[config.mk]
export PLATFORM = sky130hd
export DESIGN_NAME = fixed_block_pool_allocator_flat
export DESIGN_NICKNAME = d
export VERILOG_FILES = /design/src/rtl/fbpa_pkg.sv /design/src/rtl/fbpa_if.sv /design/src/rtl/fbpa_cfg_regs.sv /design/src/rtl/fbpa_link_ram.sv /design/src/rtl/fixed_block_pool_allocator.sv /design/src/flat_wrapper.sv
export VERILOG_INCLUDE_DIRS = /design/src /design/src/rtl
export SDC_FILE = /design/constraint.sdc
export NUM_CORES = 2
export LEC_CHECK = 0
export BUFFER_PORTS_ARGS = -buffer_cell sky130_fd_sc_hd__buf_2
export CORE_MARGIN = 4
export CORE_UTILIZATION = 53
export DETAILED_ROUTE_END_ITERATION = 8
export GPL_ROUTABILITY_DRIVEN = 1
export GPL_TIMING_DRIVEN = 0
export PLACE_DENSITY = 0.68
export SLEW_MARGIN = 20
export SYNTH_ARGS = -nofsm -noshare
export SYNTH_HDL_FRONTEND = slang
export SYNTH_SLANG_ARGS = --single-unit
[constraint.sdc]
create_clock -name clk -period 26.6 [get_ports clk]
set_input_delay 5.32 -clock clk [delete_from_list [all_inputs] [get_ports clk]]
set_output_delay 5.32 -clock clk [all_outputs]
set_load 0.01 [all_outputs]
[src/rtl/fixed_block_pool_allocator_defines.svh]
`ifndef FIXED_BLOCK_POOL_ALLOCATOR_DEFINES_SVH
`define FIXED_BLOCK_POOL_ALLOCATOR_DEFINES_SVH

// same-cycle implication, checked on clk with reset held off
`define FBPA_ASSERT_NOW(lbl, ante, cons, msg) \
  lbl: assert property (@(posedge clk) disable iff (!rst_n) (ante) |-> (cons)) \
    else $error(msg);

// next-cycle implication, checked on clk with reset held off
`define FBPA_ASSERT_NEXT(lbl, ante, cons, msg) \
  lbl: assert property (@(posedge clk) disable iff (!rst_n) (ante) |=> (cons)) \
    else $error(msg);

`endif

[src/rtl/fbpa_pkg.sv]
`default_nettype none

package fbpa_pkg;

  // default pool capacity
  localparam int MAX_BLOCKS_DEF = 256;

  // field widths
  localparam int ACTION_W   = 2;
  localparam int INDEX_W    = 8;
  localparam int STATUS_W   = 2;
  localparam int OFFSET_W   = 20;
  localparam int COUNT_W    = 9;
  localparam int BYTES_W    = 13;
  localparam int CFG_IDX_W  = 1;
  localparam int CFG_DATA_W = 13;

  // request actions
  localparam logic [ACTION_W-1:0] ACT_INIT  = 2'd0;
  localparam logic [ACTION_W-1:0] ACT_ALLOC = 2'd1;
  localparam logic [ACTION_W-1:0] ACT_FREE  = 2'd2;

  // result status codes
  localparam logic [STATUS_W-1:0] STS_OK     = 2'd0;
  localparam logic [STATUS_W-1:0] STS_EMPTY  = 2'd1;
  localparam logic [STATUS_W-1:0] STS_REJECT = 2'd2;

  // configuration register indexes
  localparam logic [CFG_IDX_W-1:0] REG_BLOCKS_IN_USE = 1'd0;
  localparam logic [CFG_IDX_W-1:0] REG_BLOCK_BYTES   = 1'd1;

  // register reset values and limits
  localparam logic [COUNT_W-1:0] BLOCKS_RESET = 9'd256;
  localparam logic [BYTES_W-1:0] BYTES_RESET  = 13'd8;
  localparam logic [BYTES_W-1:0] BYTES_MAX    = 13'd4096;

  // effective configuration, already saturated
  typedef struct packed {
    logic [COUNT_W-1:0] pool_size;
    logic [BYTES_W-1:0] block_bytes;
  } fbpa_cfg_t;

endpackage

`default_nettype wire

[src/rtl/fbpa_if.sv]
`default_nettype none

// request channel: action and block to return
interface fbpa_req_if;
  import fbpa_pkg::*;
  logic                valid;
  logic                ready;
  logic [ACTION_W-1:0] action;
  logic [INDEX_W-1:0]  block_index;
  modport source (output valid, output action, output block_index, input ready);
  modport sink   (input valid, input action, input block_index, output ready);
endinterface

// result channel
interface fbpa_rsp_if;
  import fbpa_pkg::*;
  logic                valid;
  logic                ready;
  logic [STATUS_W-1:0] status;
  logic [INDEX_W-1:0]  granted_index;
  logic [OFFSET_W-1:0] byte_offset;
  logic [COUNT_W-1:0]  free_count;
  modport source (output valid, output status, output granted_index,
                  output byte_offset, output free_count, input ready);
  modport sink   (input valid, input status, input granted_index,
                  input byte_offset, input free_count, output ready);
endinterface

`default_nettype wire

[src/rtl/fbpa_cfg_regs.sv]
`default_nettype none

module fbpa_cfg_regs #(
  parameter int MAX_BLOCKS = fbpa_pkg::MAX_BLOCKS_DEF
) (
  input  wire logic                            clk,
  input  wire logic                            rst_n,
  input  wire logic                            cfg_we,
  input  wire logic [fbpa_pkg::CFG_IDX_W-1:0]  cfg_idx,
  input  wire logic [fbpa_pkg::CFG_DATA_W-1:0] cfg_wdata,
  output fbpa_pkg::fbpa_cfg_t                  cfg
);
  import fbpa_pkg::*;

  localparam int DEPTH = (MAX_BLOCKS < 256) ? MAX_BLOCKS : 256;
  localparam logic [COUNT_W-1:0] POOL_LIMIT = COUNT_W'(DEPTH);

  logic [COUNT_W-1:0] blocks_r;
  logic [BYTES_W-1:0] bytes_r;

  // register writes
  always_ff @(posedge clk) begin
    if (!rst_n) begin
      blocks_r <= BLOCKS_RESET;
      bytes_r  <= BYTES_RESET;
    end else if (cfg_we) begin
      case (cfg_idx)
        REG_BLOCKS_IN_USE: blocks_r <= cfg_wdata[COUNT_W-1:0];
        REG_BLOCK_BYTES:   bytes_r  <= cfg_wdata[BYTES_W-1:0];
        default: ;
      endcase
    end
  end

  // clamp both settings into their usable range
  always_comb begin
    if (blocks_r == '0) cfg.pool_size = COUNT_W'(1);
    else if (blocks_r > POOL_LIMIT) cfg.pool_size = POOL_LIMIT;
    else cfg.pool_size = blocks_r;

    if (bytes_r == '0) cfg.block_bytes = BYTES_W'(1);
    else if (bytes_r > BYTES_MAX) cfg.block_bytes = BYTES_MAX;
    else cfg.block_bytes = bytes_r;
  end

endmodule

`default_nettype wire

[src/rtl/fbpa_link_ram.sv]
`default_nettype none

module fbpa_link_ram #(
  parameter int DEPTH = 256,
  localparam int AW = $clog2(DEPTH)
) (
  input  wire logic                          clk,
  input  wire logic                          we,
  input  wire logic [AW-1:0]                 waddr,
  input  wire logic [fbpa_pkg::INDEX_W-1:0]  wdata,
  input  wire logic                          re,
  input  wire logic [AW-1:0]                 raddr,
  output logic      [fbpa_pkg::INDEX_W-1:0]  rdata
);
  import fbpa_pkg::*;

  logic [INDEX_W-1:0] mem [DEPTH];

  // write port
  always_ff @(posedge clk) begin
    if (we) begin
      mem[waddr] <= wdata;
    end
  end

  // registered read port
  always_ff @(posedge clk) begin
    if (re) begin
      rdata <= mem[raddr];
    end
  end

endmodule

`default_nettype wire

[src/rtl/fixed_block_pool_allocator.sv]
// result: an accepted request moves to the execute state, and its result is registered when it commits
//   from there (held back until the result slot is free)
// sequencing: a new request is taken only in the idle state, after the previous one has committed;
//   the link memory at the list head is read on accept, before the head can move
// reset: synchronous, active low; all blocks free via the fresh-block counter,
//   link memory is left as is and needs no clearing pass
`default_nettype none

`include "fixed_block_pool_allocator_defines.svh"

module fixed_block_pool_allocator #(
  parameter int MAX_BLOCKS = fbpa_pkg::MAX_BLOCKS_DEF
) (
  input  wire logic                            clk,
  input  wire logic                            rst_n,
  fbpa_req_if.sink                             in_req,
  fbpa_rsp_if.source                           out_rsp,
  input  wire logic                            cfg_we,
  input  wire logic [fbpa_pkg::CFG_IDX_W-1:0]  cfg_idx,
  input  wire logic [fbpa_pkg::CFG_DATA_W-1:0] cfg_wdata
);
  import fbpa_pkg::*;

  localparam int DEPTH = (MAX_BLOCKS < 256) ? MAX_BLOCKS : 256;
  localparam int AW    = $clog2(DEPTH);
  localparam logic [COUNT_W-1:0] POOL_LIMIT = COUNT_W'(DEPTH);

  localparam logic ST_IDLE = 1'b0;
  localparam logic ST_EXEC = 1'b1;

  fbpa_cfg_t cfg;

  logic                state_r;
  logic [ACTION_W-1:0] act_r;
  logic [INDEX_W-1:0]  idx_r;
  logic [INDEX_W-1:0]  head_r, head_nxt;
  logic [COUNT_W-1:0]  len_r, len_nxt;
  logic [COUNT_W-1:0]  fresh_r, fresh_nxt;
  logic [COUNT_W-1:0]  free_r, free_nxt;
  logic [COUNT_W-1:0]  pool_r, pool_nxt;
  logic [STATUS_W-1:0] status_nxt;
  logic [INDEX_W-1:0]  grant_nxt;
  logic                link_we;
  logic [INDEX_W-1:0]  link_rdata;

  logic                out_valid_r;
  logic [STATUS_W-1:0] out_status_r;
  logic [INDEX_W-1:0]  out_grant_r;
  logic [OFFSET_W-1:0] out_offset_r;
  logic [COUNT_W-1:0]  out_free_r;

  logic                accept;
  logic                slot_free;
  logic                commit;
  logic [INDEX_W+BYTES_W-1:0] product;

  fbpa_cfg_regs #(.MAX_BLOCKS(MAX_BLOCKS)) u_cfg (
    .clk       (clk),
    .rst_n     (rst_n),
    .cfg_we    (cfg_we),
    .cfg_idx   (cfg_idx),
    .cfg_wdata (cfg_wdata),
    .cfg       (cfg)
  );

  // handshake and sequencing
  assign in_req.ready = rst_n && (state_r == ST_IDLE);
  assign accept       = in_req.valid && in_req.ready;
  assign slot_free    = !out_valid_r || out_rsp.ready;
  assign commit       = (state_r == ST_EXEC) && slot_free;

  // link memory: head link read on accept, push written on commit
  fbpa_link_ram #(.DEPTH(DEPTH)) u_link (
    .clk   (clk),
    .we    (link_we),
    .waddr (idx_r[AW-1:0]),
    .wdata (head_r),
    .re    (accept),
    .raddr (head_r[AW-1:0]),
    .rdata (link_rdata)
  );

  // request decode and list update
  always_comb begin
    head_nxt   = head_r;
    len_nxt    = len_r;
    fresh_nxt  = fresh_r;
    free_nxt   = free_r;
    pool_nxt   = pool_r;
    status_nxt = STS_OK;
    grant_nxt  = '0;
    link_we    = 1'b0;
    case (act_r)
      ACT_INIT: begin
        pool_nxt  = cfg.pool_size;
        head_nxt  = '0;
        len_nxt   = '0;
        fresh_nxt = '0;
        free_nxt  = cfg.pool_size;
      end
      ACT_ALLOC: begin
        if (len_r != '0) begin
          // pop the most recently returned block
          grant_nxt = head_r;
          head_nxt  = link_rdata;
          len_nxt   = len_r - COUNT_W'(1);
          free_nxt  = free_r - COUNT_W'(1);
        end else if (fresh_r < pool_r) begin
          // hand out a never-used block
          grant_nxt = fresh_r[INDEX_W-1:0];
          fresh_nxt = fresh_r + COUNT_W'(1);
          free_nxt  = free_r - COUNT_W'(1);
        end else begin
          status_nxt = STS_EMPTY;
        end
      end
      ACT_FREE: begin
        if ({1'b0, idx_r} >= pool_r || free_r >= pool_r) begin
          status_nxt = STS_REJECT;
        end else begin
          link_we  = commit;
          head_nxt = idx_r;
          len_nxt  = len_r + COUNT_W'(1);
          free_nxt = free_r + COUNT_W'(1);
        end
      end
      default: ;
    endcase
  end

  // byte offset of the granted block
  assign product = {{BYTES_W{1'b0}}, grant_nxt} * {{INDEX_W{1'b0}}, cfg.block_bytes};

  // control and list state
  always_ff @(posedge clk) begin
    if (!rst_n) begin
      state_r <= ST_IDLE;
      head_r  <= '0;
      len_r   <= '0;
      fresh_r <= '0;
      free_r  <= POOL_LIMIT;
      pool_r  <= POOL_LIMIT;
    end else begin
      case (state_r)
        ST_IDLE: begin
          if (accept) state_r <= ST_EXEC;
        end
        ST_EXEC: begin
          if (commit) begin
            state_r <= ST_IDLE;
            head_r  <= head_nxt;
            len_r   <= len_nxt;
            fresh_r <= fresh_nxt;
            free_r  <= free_nxt;
            pool_r  <= pool_nxt;
          end
        end
        default: state_r <= ST_IDLE;
      endcase
    end
  end

  // captured request
  always_ff @(posedge clk) begin
    if (accept) begin
      act_r <= in_req.action;
      idx_r <= in_req.block_index;
    end
  end

  // result register
  always_ff @(posedge clk) begin
    if (!rst_n) begin
      out_valid_r <= 1'b0;
    end else if (commit) begin
      out_valid_r <= 1'b1;
    end else if (out_rsp.ready) begin
      out_valid_r <= 1'b0;
    end
  end

  always_ff @(posedge clk) begin
    if (commit) begin
      out_status_r <= status_nxt;
      out_grant_r  <= grant_nxt;
      out_offset_r <= product[OFFSET_W-1:0];
      out_free_r   <= free_nxt;
    end
  end

  assign out_rsp.valid         = out_valid_r;
  assign out_rsp.status        = out_status_r;
  assign out_rsp.granted_index = out_grant_r;
  assign out_rsp.byte_offset   = out_offset_r;
  assign out_rsp.free_count    = out_free_r;

  // checks
  `FBPA_ASSERT_NOW(a_free_in_pool, 1'b1, free_r <= pool_r, "free count above pool size")
  `FBPA_ASSERT_NOW(a_count_balance, 1'b1,
    {1'b0, free_r} + {1'b0, fresh_r} == {1'b0, len_r} + {1'b0, pool_r},
    "free count out of step with list length and fresh counter")
  `FBPA_ASSERT_NEXT(a_accept_exec, accept, state_r == ST_EXEC, "accepted request not executed")
  `FBPA_ASSERT_NOW(a_result_from_exec, $rose(out_valid_r), $past(state_r == ST_EXEC),
    "result appeared without an executing request")

endmodule

`default_nettype wire
[src/flat_wrapper.sv]
// flat-port wrapper written by rule: the top's interface ports become plain ports
module fixed_block_pool_allocator_flat import fbpa_pkg::*;
#(
  parameter int MAX_BLOCKS = fbpa_pkg::MAX_BLOCKS_DEF
)
  (clk, rst_n, cfg_we, cfg_idx, cfg_wdata, in_req_valid, in_req_action, in_req_block_index, in_req_ready, out_rsp_valid, out_rsp_status, out_rsp_granted_index, out_rsp_byte_offset, out_rsp_free_count, out_rsp_ready);
  fbpa_req_if in_req_i ();
  fbpa_rsp_if out_rsp_i ();
  input  wire logic clk;
  input  wire logic rst_n;
  input  wire logic cfg_we;
  input  wire logic [fbpa_pkg::CFG_IDX_W-1:0] cfg_idx;
  input  wire logic [fbpa_pkg::CFG_DATA_W-1:0] cfg_wdata;
  input wire logic [$bits(in_req_i.valid)-1:0] in_req_valid;
  input wire logic [$bits(in_req_i.action)-1:0] in_req_action;
  input wire logic [$bits(in_req_i.block_index)-1:0] in_req_block_index;
  output wire logic [$bits(in_req_i.ready)-1:0] in_req_ready;
  output wire logic [$bits(out_rsp_i.valid)-1:0] out_rsp_valid;
  output wire logic [$bits(out_rsp_i.status)-1:0] out_rsp_status;
  output wire logic [$bits(out_rsp_i.granted_index)-1:0] out_rsp_granted_index;
  output wire logic [$bits(out_rsp_i.byte_offset)-1:0] out_rsp_byte_offset;
  output wire logic [$bits(out_rsp_i.free_count)-1:0] out_rsp_free_count;
  input wire logic [$bits(out_rsp_i.ready)-1:0] out_rsp_ready;
  assign in_req_i.valid = in_req_valid;
  assign in_req_i.action = in_req_action;
  assign in_req_i.block_index = in_req_block_index;
  assign in_req_ready = in_req_i.ready;
  assign out_rsp_valid = out_rsp_i.valid;
  assign out_rsp_status = out_rsp_i.status;
  assign out_rsp_granted_index = out_rsp_i.granted_index;
  assign out_rsp_byte_offset = out_rsp_i.byte_offset;
  assign out_rsp_free_count = out_rsp_i.free_count;
  assign out_rsp_i.ready = out_rsp_ready;
  fixed_block_pool_allocator #(.MAX_BLOCKS(MAX_BLOCKS)) u_core (.clk(clk), .rst_n(rst_n), .in_req(in_req_i), .out_rsp(out_rsp_i), .cfg_we(cfg_we), .cfg_idx(cfg_idx), .cfg_wdata(cfg_wdata));
endmodule
==> impl_metrics.csv <==
group,metric,value,unit
run_status,status,"finished clean",
layout,final_design_area_no_fill,99600,um^2
detailed_routing,dr.first_iter.drc_count,7272,
sta,rsz0062_at_grt,"false",
clock_network,cts_root_buffer,"clkbuf_16",
setup_path,critical_path.reg2reg.endpoint,"u_core.out_rsp.byte_offset[18]$_DFFE_PP_",
global_route,grt_pass1_vias,45200,
setup_path,worst_setup_path_end_kind,"primary output",
synth,ys_seq_area_share,72.7,%
pwr,power.density,69.3,nW/um^2
setup_path,r2r-start,"u_core.head_r[3]$_SDFFE_PN0P_",
setup_path,r2r_cells,23,
global_route,grt_overflow_total,0,
clock_network,clkTransAtPathRegs,60,ps
synth,synthCells,4377,
detailed_routing,detail-route-antenna-nets,0,
synth,synth-xor-area-share,0.365,%
sta,finalHoldViolations,0,
setup_path,critPathKind,"input port to primary output",
die,die_height,417,um
sta,max-slew-margin-rel,18.8,%
detailed_routing,drc,0,
hold_path,holdCritPathClass,"register to register",
setup_path,crit_arrival,5790,ps
synth,synth_top_area_share,71.2,%
sta,whs,477,ps
clock_network,clock_latency,850,ps
layout,drive_gt1_share,25.8,%
sta,slew_violations,0,
global_route,grt_first_pass_wirelength,341000,um
synth,synth_cell_types,82,
setup_path,critPathMaxFanout,9,
clock_network,cts_tree,"yes",
sta,tns,0,ps
clock_network,postCtsSetupBuffers,0,
global_route,grt_max_degree,83,
layout,layoutNonFillerInstCount,7059,
die,io_pins,70,
global_route,antenna_found_initial,10,
sta,clock_skew,35.3,ps
pwr,peakVddDrop,0.0000562,V
setup_path,rrSetupSlack,18550,ps
clock_network,clockBufferDepth,3,
sta,setup_violations,0,
setup_path,cp-start-kind,"input port",
synth,netlist_top_cells_area,"edfxtp_1 71%, mux4_2 16%, dfxtp_1 1.5%",
sta,period_needed,11110,ps
run,cap_viol_max_count,0,
detailed_routing,drtPass1Iterations,9,
placed_design,dpl_cell_area,92600,um^2
sta,period_share,41.8,%
pwr,power.total,6.90,mW
synth,yosys.area_share.simple,3.86,%
layout,utilization,60.1,%
clock_network,cts_resized,0,
die,die_area,174000,um^2
detailed_routing,routed_wl,240000,um
sta,fmax,0.0900,GHz
synth,async_flop_share,0,%
clock_network,cts.sinks,2173,
synth,synth_area,88800,um^2
layout,final_common_cell,"edfxtp_1",
clock_network,cts_made_buffers,214,
placed_design,dp.cells,6663,
detailed_routing,drt-wirelength-per-cell,34.1,um
clock_network,hold_buffers,0,
synth,syn_nets,4550,
layout,syn_to_final_growth,12.2,%
die,rows,149,
global_route,grt_usage,27.8,%
synth,ys.flop_type,"edfxtp_1",
die,die_w,417,um
placed_design,globalplace.congestion,0.940,
synth,synth_top_family_by_area,"multiplexers",
die,core_area,166000,um^2
clock_network,htreeDepth,4,
placed_design,numPortBuffers,69,
synth,synth_edf_count,2105,
synth,avgSynthCellArea,20.3,um^2
sta,tightestPinTransition,1210,ps
placed_design,dp_hpwl,166000,um
layout,final_cell_mix,"2105 x edfxtp_1, 640 x mux4_2, 313 x nor2_1",
detailed_routing,vias_per_cell,6.50,
synth,synth_compound_area_share,1.76,%
setup_path,worst_ep_required_time,21280,ps
die,start_util,53.6,%
hold_path,min-delay-start,"u_core.u_cfg.bytes_r[4]$_SDFFE_PN0P_",
layout,fin_nets,4864,
hold_path,whs_path_depth,2,
hold_path,whs_endpoint,"u_core.u_cfg.bytes_r[4]$_SDFFE_PN0P_",
synth,synth-adder-area-share,2.59,%
synth,ys_ff_latch,2173,
synth,synth_largest_area_cell,"edfxtp_1",
synth,synth-warning-count,0,
pwr,power.leakage,33.1,nW
synth,synth_mux_area_share,17.0,%
sta,fin_ws,15490,ps
placed_design,post-place-ws,15500,ps
detailed_routing,vias,45900,
==> critical path, cell delays in order <==
cell	delay (ps)
buf_2	120
inv_2	140
nor2_1	70
buf_2	140
==> metal layers <==
| metal | wire length [um] | vias to the layer above | part of all wire (%) | global-route usage, % |
|---|---|---|---|---|
| met5 | 107 | - | 0.044 | 0.306 |
| met4 | 10900 | 8 | 4.5 | 10.4 |
| met3 | 26100 | 515 | 11 | 6.95 |
| met2 | 112000 | 2716 | 46 | 42.4 |
| met1 | 91700 | 24300 | 38 | 39.5 |
| li1 | - | 18400 | - | - |
==> cell families after synthesis <==
kind of cell,Yosys count
AOI/OAI and AO/OA,217
xor gates and xnor gates,37
adders and majority gates,144
buffers and inverters,353
DFF,2173
muxes,706
and+or+nand+nor,747
==> Yosys cell counts (7+ instances only) <==
master    count
mux2_2       14
and2_1       13
nor2b_1      20
nor2_4       10
a21oi_1      75
ha_1         78
mux4_2      640
fa_1         66
or3_1         7
o21a_1       10
a22oi_1      23
dfxtp_1      68
buf_1        25
nand4_1       7
o21ai_0      17
mux2i_1      52
clkbuf_1    128
nor3_1       19
buf_2        66
inv_1       119
edfxtp_1   2105
nand2b_1     34
nor2_2       51
o22ai_1       7
xnor2_1      28
nor3b_1      15
buf_6        11
nand3_1      30
xor2_1        9
a21o_1        7
a31oi_1       7
nand2_1     185
a22o_1        7
nor2_1      328
==> worst max-delay path by stage <==
stage | startpoint | to | slack (ps) | cells after the start
2_1_floorplan | rst_n | in_req_ready | 15730 | 2
3_3_place_gp | u_core.head_r[3]$_SDFFE_PN0P_ | u_core.out_rsp.byte_offset[18]$_DFFE_PP_ | 12060 | 21
3_5_place_dp | rst_n | in_req_ready | 15500 | 4
4_1_cts | rst_n | in_req_ready | 15490 | 4
5_1_grt | rst_n | in_req_ready | 15430 | 4
6_report | rst_n | in_req_ready | 15490 | 4
==> state kept, by name (all words and copies together), names as in the netlist, 2 cells and up <==
register / cells
u_core.u_link.mem: 2048
u_core.out_rsp.byte_offset: 20
u_core.u_cfg.bytes_r: 13
u_core.free_r: 9
u_core.fresh_r: 9
u_core.len_r: 9
u_core.out_rsp.free_count: 9
u_core.pool_r: 9
u_core.u_cfg.blocks_r: 9
u_core.head_r: 8
u_core.idx_r: 8
u_core.out_rsp.granted_index: 8
u_core.u_link.rdata: 8
u_core.act_r: 2
u_core.out_rsp.status: 2
==> area by class of cell <==
class / instances / area, um^2
clock inverters: 136 / 1380
repair buffers: 98 / 1060
inverters: 121 / 455
fillers: 11700 / 66100
plain buffers: 232 / 1060
flip-flops and latches: 2173 / 64600
clock buffers: 255 / 5570
well taps: 2189 / 2740
multi-input cells: 1851 / 22700
diodes: 4 / 10.0
==> where the power goes <==
| part | switching (mW) | total (mW) | internal (mW) |
|---|---|---|---|
| clock | 1.31 | 3.03 | 1.72 |
| sequential | 0.00912 | 3.72 | 3.72 |
| combinational | 0.0952 | 0.147 | 0.0519 |
Power figures use the tool's default switching activity.
